<file path="src/hdl/hmgi_pkg.sv">
// ----------------------------------------------------------------------------
// hmgi_pkg
// Shared constants and types for the get-or-insert hash map.
// ----------------------------------------------------------------------------
package hmgi_pkg;

  localparam int KEY_W = 32;
  localparam int VAL_W = 64;

  localparam int BUCKETS_DEF = 1024;
  localparam int WAYS_DEF    = 4;

  localparam logic MODE_LOOKUP = 1'b0;
  localparam logic MODE_INSERT = 1'b1;

  typedef enum logic [1:0] {
    ST_CLEAR,
    ST_IDLE,
    ST_HASH,
    ST_UPDATE
  } hmgi_state_t;

endpackage

</file>
<file path="src/hdl/hmgi_bucket_hash.sv">
// ----------------------------------------------------------------------------
// hmgi_bucket_hash
// Bucket index = key mod BUCKETS. Power-of-two counts take a mask in one
// register stage; other counts use a four stage reciprocal multiply with
// one final correction.
// ----------------------------------------------------------------------------
module hmgi_bucket_hash #(
  parameter int BUCKETS = hmgi_pkg::BUCKETS_DEF
) (
  input  logic                         clk,
  input  logic                         rst_n,
  input  logic                         start,
  input  logic [hmgi_pkg::KEY_W-1:0]   key_i,
  output logic                         done,
  output logic [((BUCKETS > 1) ? $clog2(BUCKETS) : 1)-1:0] bucket_o
);
  import hmgi_pkg::*;

  localparam int  BIDX_W  = (BUCKETS > 1) ? $clog2(BUCKETS) : 1;
  localparam bit  IS_POW2 = ((BUCKETS & (BUCKETS - 1)) == 0);

  generate
    if (IS_POW2) begin : g_mask
      logic              v_r;
      logic [BIDX_W-1:0] bucket_r;

      always_ff @(posedge clk) begin
        if (!rst_n) begin
          v_r <= 1'b0;
        end else begin
          v_r <= start;
        end
      end

      always_ff @(posedge clk) begin
        if (start) begin
          bucket_r <= (BUCKETS == 1) ? '0 : key_i[BIDX_W-1:0];
        end
      end

      assign done     = v_r;
      assign bucket_o = bucket_r;
    end else begin : g_recip
      // floor(2^48 / BUCKETS); quotient estimate is off by at most one
      localparam logic [48:0] TWO48 = 49'h1_0000_0000_0000;
      localparam logic [47:0] RECIP = 48'(TWO48 / BUCKETS);
      localparam logic [31:0] BMUL  = 32'(BUCKETS);

      logic [3:0]        v_r;
      logic [63:0]       p_lo_r;
      logic [63:0]       p_hi_r;
      logic [KEY_W-1:0]  key1_r;
      logic [KEY_W-1:0]  key2_r;
      logic [KEY_W-1:0]  key3_r;
      logic [31:0]       q_r;
      logic [31:0]       qb_r;
      logic [BIDX_W-1:0] bucket_r;
      logic [79:0]       prod;
      logic [31:0]       rem;
      logic [31:0]       rem_fix;

      always_ff @(posedge clk) begin
        if (!rst_n) begin
          v_r <= '0;
        end else begin
          v_r <= {v_r[2:0], start};
        end
      end

      assign prod    = {p_hi_r, 16'd0} + {16'd0, p_lo_r};
      assign rem     = key3_r - qb_r;
      assign rem_fix = (rem >= BMUL) ? (rem - BMUL) : rem;

      always_ff @(posedge clk) begin
        p_lo_r   <= {16'd0, RECIP} * {48'd0, key_i[15:0]};
        p_hi_r   <= {16'd0, RECIP} * {48'd0, key_i[31:16]};
        key1_r   <= key_i;
        q_r      <= prod[79:48];
        key2_r   <= key1_r;
        qb_r     <= 32'(q_r * BMUL);
        key3_r   <= key2_r;
        bucket_r <= rem_fix[BIDX_W-1:0];
      end

      assign done     = v_r[3];
      assign bucket_o = bucket_r;
    end
  endgenerate

endmodule

</file>
<file path="config.mk">
export PLATFORM = sky130hd
export DESIGN_NAME = hmgi_bucket_hash
export DESIGN_NICKNAME = d
export VERILOG_FILES = /design/src/hdl/hmgi_pkg.sv /design/src/hdl/hmgi_bucket_hash.sv
export SDC_FILE = /design/constraint.sdc
export NUM_CORES = 1
export LEC_CHECK = 0
export ABC_CLOCK_PERIOD_IN_PS = 1100
export BUFFER_PORTS_ARGS = -buffer_cell sky130_fd_sc_hd__buf_2
export CAP_MARGIN = 20
export CORE_AREA = 3 3 40 42
export DETAILED_ROUTE_END_ITERATION = 7
export DIE_AREA = 0 0 43 45
export PLACE_DENSITY = 0.67
export SKIP_LAST_GASP = 1
export SLEW_MARGIN = 40
export SYNTH_ARGS = -nofsm -noshare
export SYNTH_HDL_FRONTEND = slang
export SYNTH_SLANG_ARGS = --single-unit
export TNS_END_PERCENT = 5
</file>
<file path="constraint.sdc">
create_clock -name clk -period 1.1 [get_ports clk]
set_clock_uncertainty 0.05 [all_clocks]
set_input_delay 0.11 -clock clk [delete_from_list [all_inputs] [get_ports clk]]
set_output_delay 0.11 -clock clk [all_outputs]
set_load 0.02 [all_outputs]
</file>
=== After elaboration in Yosys (flattened, before gate mapping) ===
Cells that the tools add are included.

* Register bits: 11
* Input port bits: 35

=== Logic depth before layout (Yosys ltp) ===
Gate-level depths: netlist of run 1.

* Depth in word-level cells: 0
* Gate-level depth with buffers: 1
* Depth with buffers taken out: 1

=== Worst setup path after synthesis of run 1 ===
OpenSTA, ideal clock, no wires.

* Path type: register to output
* Start point: reg g_mask.bucket_r[0] (netlist: bucket_o[0])
* End point: out bucket_o[0] (netlist bit)
* Arrival: 449 ps
* Data required time: 940 ps
* Path slack: 491 ps
* Stages on the path, launching flop included: 1
* Buffers on the path: 0
* Cell sequence: edfxtp_1

{| class="wikitable"
|+ RTL lines
! element !! line !! source
|-
| start: declaration || hmgi_bucket_hash.sv:25 || <nowiki>logic [BIDX_W-1:0] bucket_r;</nowiki>
|-
| start signal: assignment || hmgi_bucket_hash.sv:37 || <nowiki>bucket_r <= (BUCKETS == 1) ? '0 : key_i[BIDX_W-1:0];</nowiki>
|-
| end: declaration || hmgi_bucket_hash.sv:15 || <nowiki>output logic [((BUCKETS > 1) ? $clog2(BUCKETS) : 1)-1:0] bucket_o</nowiki>
|}

No word-level cell between the ends.

=== Final worst setup path of run 1 ===
* Start point: reg g_mask.bucket_r[4] (netlist: bucket_o[4])
* End point: out bucket_o[4] (netlist bit)

No word-level cell between the ends.

==> run metrics, run 1 <==
DRC errors left 0; Die Span Y around 45 µm; via/cell ratio approximately 4.0; cell area after synthesis 327 µm²; area of the multi-input gates roughly 6.3 µm²; Routed wire per std cell 10.7 µm; post-synthesis mux area share 0; XOR/XNOR Fraction of Synth Area 0; Core Util, Final 0.457; DIE WIDTH 43 µm; Tcrit/Tclk final 0.880; CTS root buf clkbuf_4; Distinct cells, synth 3; post-synthesis cell count 12; Synth Area in Compound Gates 0; Tightest Hold Check Type input pin to register; Nets between 80 and 90; CTS tree yes; simple-gate share of the synthesized area 0.0192; Final GP Congestion 0.594; critical path type register to output port; CP Cell Sequence buf_2; Post-Syn Nets 47; Synth area leaders edfxtp_1 92%, dfxtp_1 6.1%, and2_1 1.9%; Setup crit start bucket_o[4]; core box area about 1300 µm²; First-pass DRT Iterations 5; normalized max-slew margin 0.852; crit path capture type output port; CP arrival between 0.8 and 0.9 ns; Synth top area share 0.920; Adder-Cell Fraction of Synth Area 0; total global-route track usage 0.0771; register area share after synthesis 0.981; clk sinks 11; Worst Path Max Fanout 1; Worst Path Required between 0.9 and 1 ns; vias in the first global route ~250; Final Hold Fails 0; number of CTS-inserted buffers 3; maximum number of pins on one net before global-route repair 12; Initial Util 0.254; maximum vdd drop between 0.6 and 0.7 mV; die area 1940 µm²; vias after detailed routing between 200 and 300; Max Freq between 1000 and 1500 MHz; slowest stage delay, CP 0.38 ns; WL final roughly 680 µm; DR iter-0 viols 2; Post-CTS Resized 0; leading area contributor after synthesis edfxtp_1; Post-DRT Antenna Nets 0; worst-margin pin slew roughly 0.22 ns; largest family of logic cells by synthesized area simple AND/OR/NAND/NOR gates; port buffer count 23; fill count around 120; delay-heaviest family, CP flip-flops; Post-Syn Area per Cell ~27 µm²; CP max-delay cell edfxtp_1; commonest cells after routing, fill and taps aside 23 x buf_2, 10 x edfxtp_1, 10 x dlygate4sd3_1; Ys Warns 0; Tmin final between 0.9 and 1 ns; first-pass GRT wire length roughly 1000 µm; TNS Setup 0 ns; IO Count 46; total leakage power about 0.26 nW; Yosys reg bits 11; H-tree Lvls 1; unrepaired setup endpoints after global routing no; final setup fails 0; grt ovf 0; CP bufs+invs 1; Worst-path clk slew roughly 0.070 ns; layout cells sized above 1 0.531; commonest non-fill, non-tap cell in the layout buf_2; initial antenna violation count 0; max cap viols 0; FP Rows 13; outcome complete, no violations; ANT cells 0; Max Root-Sink Buffers 2; WP depth 1; pwr dens about 1500 nW/µm²; Final Slew Violations 0; area grow syn2layout 79.7%; FF+latch area between 300 and 400 µm²; startpoint types register; CP endpoint bucket_o[4]
==> synth_stat cells <==
master and count:
edfxtp_1 10, dfxtp_1 1, and2_1 1
==> cells by family after synthesis <==
logic type,after synthesis
simple gates,1
flops,11
==> layer usage <==
layer	part of all wire	vias to the layer above	global-route usage
met3	0.11	2	0.0239
met1	0.35	118	0.0736
met5	0	-	0
met4	0.015	0	0.0723
met2	0.52	14	0.132
li1	-	122	-
==> area by class of cell <==
class / count / area share
Sequential cell: 11 / 0.546
Timing Repair Buffer: 33 / 0.367
Clock buffer: 4 / 0.0448
Tap cell: 15 / 0.0320
Multi-Input combinational cell: 1 / 0.0107
==> registers in the layout, indices dropped and copies added (netlist names) <==
name	cells
done	1
bucket_o	10
==> where the power goes <==
group	total (W)	leakage, nW	switching (W)	internal (W)
Clock	0.000258	0.0150	0.000118	0.000140
Sequential	0.000497	0.106	0.00000673	0.000491
Combinational	0.000126	0.136	0.0000666	0.0000589
==> stage by stage <==
step / power (W) / setup slack [ns] / cells / instance area (µm²) / hold WS, ns
2_1_floorplan: 0.000552 / 0.491 / 12 / 327 / 0.159
6_report: 0.000881 / 0.132 / 64 / 587 / 0.0102
5_1_grt: 0.000923 / 0.115 / 64 / 587 / 0.0157
3_5_place_dp: 0.000606 / 0.391 / 50 / 460 / 0.239
4_1_cts: 0.000894 / 0.145 / 64 / 587 / 0.00357
3_3_place_gp: 0.000603 / 0.395 / 50 / 460 / 0.237
==> worst min path at each step <==
stage | from | end | slack [ns] | cells past startpoint
2_1_floorplan | key_i[0] | bucket_o[0] | 0.16 | 0
3_3_place_gp | key_i[0] | bucket_o[0] | 0.24 | 1
3_5_place_dp | key_i[0] | bucket_o[0] | 0.24 | 1
4_1_cts | rst_n | done | 0.004 | 2
5_1_grt | rst_n | done | 0.02 | 2
6_report | rst_n | done | 0.01 | 2
==> what timing repair did <==
action,CTS,global route
hold endpoints to repair,10,0
hold buffers,10,0
buffers inserted,0,0
No activity file was read; power rests on OpenSTA's default activity.
==> run 2: changes to the inputs <==
Settings changed: ABC_CLOCK_PERIOD_IN_PS 1100 to 900.
Clock period 1.1 ns to 0.9 ns, I/O delays scaled along.
==> run metrics, run 2 (synthesis gave the netlist of run 1 again) <==
Final Slew Violations 0; FP Rows 13; Tcrit/Tclk final 1.03; grt ovf 0; Tightest Hold Check Type input pin to register; Initial Util 0.254; Comb pwr share 0.148; crit path capture type output port; CTS root buf clkbuf_4; normalized max-slew margin 0.854; max cap viols 0; critical path type register to output port; Post-DRT Antenna Nets 0; Core Util, Final 0.469; vias in the first global route between 200 and 250; failing checks setup timing; DR iter-0 viols 2; Int Power approximately 0.00085 W; DIE WIDTH 43 µm; Max Freq 1080 MHz; clk sinks 11; Flop pwr share 0.561; Max Root-Sink Buffers 2; post-route setup slack -0.0295 ns; sw frac 0.217; outcome finished, violations left; slowest stage delay, CP about 0.39 ns; H-tree Lvls 1; total global-route track usage 0.0780; maximum number of pins on one net before global-route repair 12; core box area about 1300 µm²; initial antenna violation count 0; CP Cell Sequence buf_6; Worst-path clk slew roughly 0.070 ns; commonest non-fill, non-tap cell in the layout buf_2; DRC errors left 0; vias after detailed routing approximately 250; Worst Path Max Fanout 1; Routed wire per std cell 10.5 µm; Inst Count DP 50; Tmin final 0.930 ns; number of CTS-inserted buffers 3; maximum vdd drop 0.830 mV; startpoint types register; Die Span Y between 40 and 50 µm; CP arrival 0.79 ns; fill count 120; CTS tree yes; total leakage power 0.263 nW; Final Hold Fails 0; via/cell ratio between 3 and 4; hold slack roughly 0.15 ns; Final GP Congestion a little under 0.6; layout cells sized above 1 0.520; CP bufs+invs 1; Worst Path Required 0.76 ns; delay-heaviest family, CP flip-flops; area grow syn2layout 84.7%; WL final about 680 µm; port buffer count 23; worst-margin pin slew approximately 0.22 ns; commonest cells after routing, fill and taps aside 22 x buf_2, 11 x dlygate4sd3_1, 10 x edfxtp_1; non-filler cells, final 65; final setup fails 10; First-pass DRT Iterations 3; pre-CTS setup slack roughly 0.21 ns; IO Count 46; ANT cells 0; CP max-delay cell edfxtp_1; die area roughly 1900 µm²; Nets 86; Switch Pwr 0.000235 W; pwr dens 1800 nW/µm²; Clock power frac 0.291; first-pass GRT wire length 1030 µm; unrepaired setup endpoints after global routing yes; Largest register FFs 10
run 2: cell types whose count changed in the layout (fill, tap and decap cells not counted):
cell           change
dlygate4sd3_1      +1
buf_2              -1
buf_6              +1
run 2: what timing repair did:
item,CTS,global route
hold buffers,11,0
buffers inserted,0,0
setup endpoints to repair,10,10
hold endpoints to repair,11,0
gates resized for setup,0,2
run 2: per-layer routing:
metal | up-vias | routed length (µm) | global-route usage
met5 | - | 0 | 0
met3 | 2 | 62 | 0.0239
met1 | 114 | 249 | 0.0761
met4 | 0 | 10 | 0.0723
li1 | 123 | - | -
met2 | 10 | 362 | 0.132
run 2: through the flow:
step                      TNS, ns  power (W)  instance area [µm²]
after floorplan                 0   0.000674                  327
after global placement          0   0.000736                  460
after detailed placement        0   0.000740                  460
after CTS                  -0.240    0.00110                  597
after global routing       -0.519    0.00114                  603
final                      -0.146    0.00108                  603
run 2: area by class of cell:
type,instances,area [µm²],share of cell area
Sequential cell,11,320,0.531
Timing Repair Buffer,34,231,0.384
Clock buffer,4,26.3,0.0436
Tap cell,15,18.8,0.0311
Multi-Input combinational cell,1,6.26,0.0104
run 2: final timing paths:
check	start	end	slack, ns	cells after the start
worst max-delay path	bucket_o[4]	bucket_o[4]	-0.03	1
worst min-delay path	start	bucket_o[2]	0.15	1
run 2: power by group through the flow:
stage / sequential, W / clock (W) / combinational [W]
finish: 0.000608 / 0.000315 / 0.000161
floorplan: 0.000673 / 0 / 0.00000143
global placement: 0.000617 / 0 / 0.000119
CTS: 0.000607 / 0.000330 / 0.000158
global route: 0.000612 / 0.000354 / 0.000170
detailed placement: 0.000618 / 0 / 0.000122
==> run 3: changes to the inputs <==
Settings changed: SKIP_CTS_REPAIR_TIMING set to 1.
==> run metrics, run 3 (synthesis gave the netlist of run 1 again) <==
core box area 1280 µm²; unrepaired setup endpoints after global routing yes; first-pass GRT wire length 793 µm; Tightest Hold Check Type input pin to register; failing checks setup timing; area grow syn2layout 84.7%; CTS tree yes; delay-heaviest family, CP flip-flops; commonest non-fill, non-tap cell in the layout buf_2; First-pass DRT Iterations 3; Tcrit/Tclk final 1.03; CP max-delay cell edfxtp_1; outcome finished, violations left; Final GP Congestion 0.594; crit path capture type output port; CTS root buf clkbuf_4; Largest register FFs 10; hold slack between 0.1 and 0.15 ns; Final Hold Fails 0; post-route setup slack -0.0295 ns; pwr dens roughly 1800 nW/µm²; initial antenna violation count 0; Worst Path Max Fanout 1; maximum vdd drop 0.830 mV; DR iter-0 viols 2; normalized max-slew margin 0.854; total global-route track usage 0.0618; DRC errors left 0; FF+latch area roughly 320 µm²; WL final just under 700 µm; area of the multi-input gates between 6 and 7 µm²; Post-DRT Antenna Nets 0; die area around 1900 µm²; IO Count 46; Initial Util 0.254; layout cells sized above 1 0.520; DIE WIDTH between 40 and 50 µm; worst-margin pin slew ~0.22 ns; Routed wire per std cell between 10 and 15 µm; FP Rows 13; final setup fails 10; Max Freq approximately 1100 MHz; Final Slew Violations 0; Nets 86; startpoint types register; critical path type register to output port; grt ovf 0; total leakage power 0.263 nW; vias after detailed routing 249; CP arrival about 0.79 ns; CP bufs+invs 1; vias in the first global route 197; Tmin final slightly above 0.9 ns; fill count between 100 and 150; clk sinks 11; ANT cells 0; Die Span Y approximately 45 µm; Worst-path clk slew about 0.070 ns; number of CTS-inserted buffers 3; commonest cells after routing, fill and taps aside 22 x buf_2, 11 x dlygate4sd3_1, 10 x edfxtp_1; max cap viols 0; Worst Path Required between 0.7 and 0.8 ns; TNS Setup -0.144 ns; via/cell ratio around 3.8; maximum number of pins on one net before global-route repair 12; port buffer count 23; slowest stage delay, CP 0.39 ns; CP Cell Sequence buf_6; Max Root-Sink Buffers 2; H-tree Lvls 1
run 3: layer usage:
| layer | share of wire | vias up | GRT usage |
|---|---|---|---|
| met4 | 0.015 | 0 | 0.0723 |
| met5 | 0 | - | 0 |
| met2 | 0.53 | 10 | 0.0928 |
| li1 | - | 123 | - |
| met3 | 0.090 | 2 | 0.0239 |
| met1 | 0.36 | 114 | 0.0606 |
run 3: through the flow:
stage	cell area, µm²	cells	setup WS [ns]	util	power [W]
detailed placement	460	50	0.211	0.358	0.000740
global placement	460	50	0.215	0.358	0.000736
floorplan	327	12	0.311	-	0.000674
global route	603	65	-0.0650	0.469	0.00114
finish	603	65	-0.0295	0.469	0.00108
CTS	487	54	-0.0348	0.379	0.00106
run 3: final timing paths:
| check | startpoint | to | cells after the start |
|---|---|---|---|
| setup / recovery | bucket_o[4] | bucket_o[4] | 1 |
| hold / removal | start | bucket_o[2] | 1 |
run 3: final cells by class:
class	instances	area share
Timing Repair Buffer	34	0.384
Tap cell	15	0.0311
Multi-Input combinational cell	1	0.0104
Clock buffer	4	0.0436
Sequential cell	11	0.531
run 3: where the power goes:
group          switching [W]  internal [W]  total, W
registers         0.00000856      0.000600  0.000608
clock network       0.000144      0.000171  0.000315
logic              0.0000821     0.0000789  0.000161
total               0.000235      0.000849   0.00108
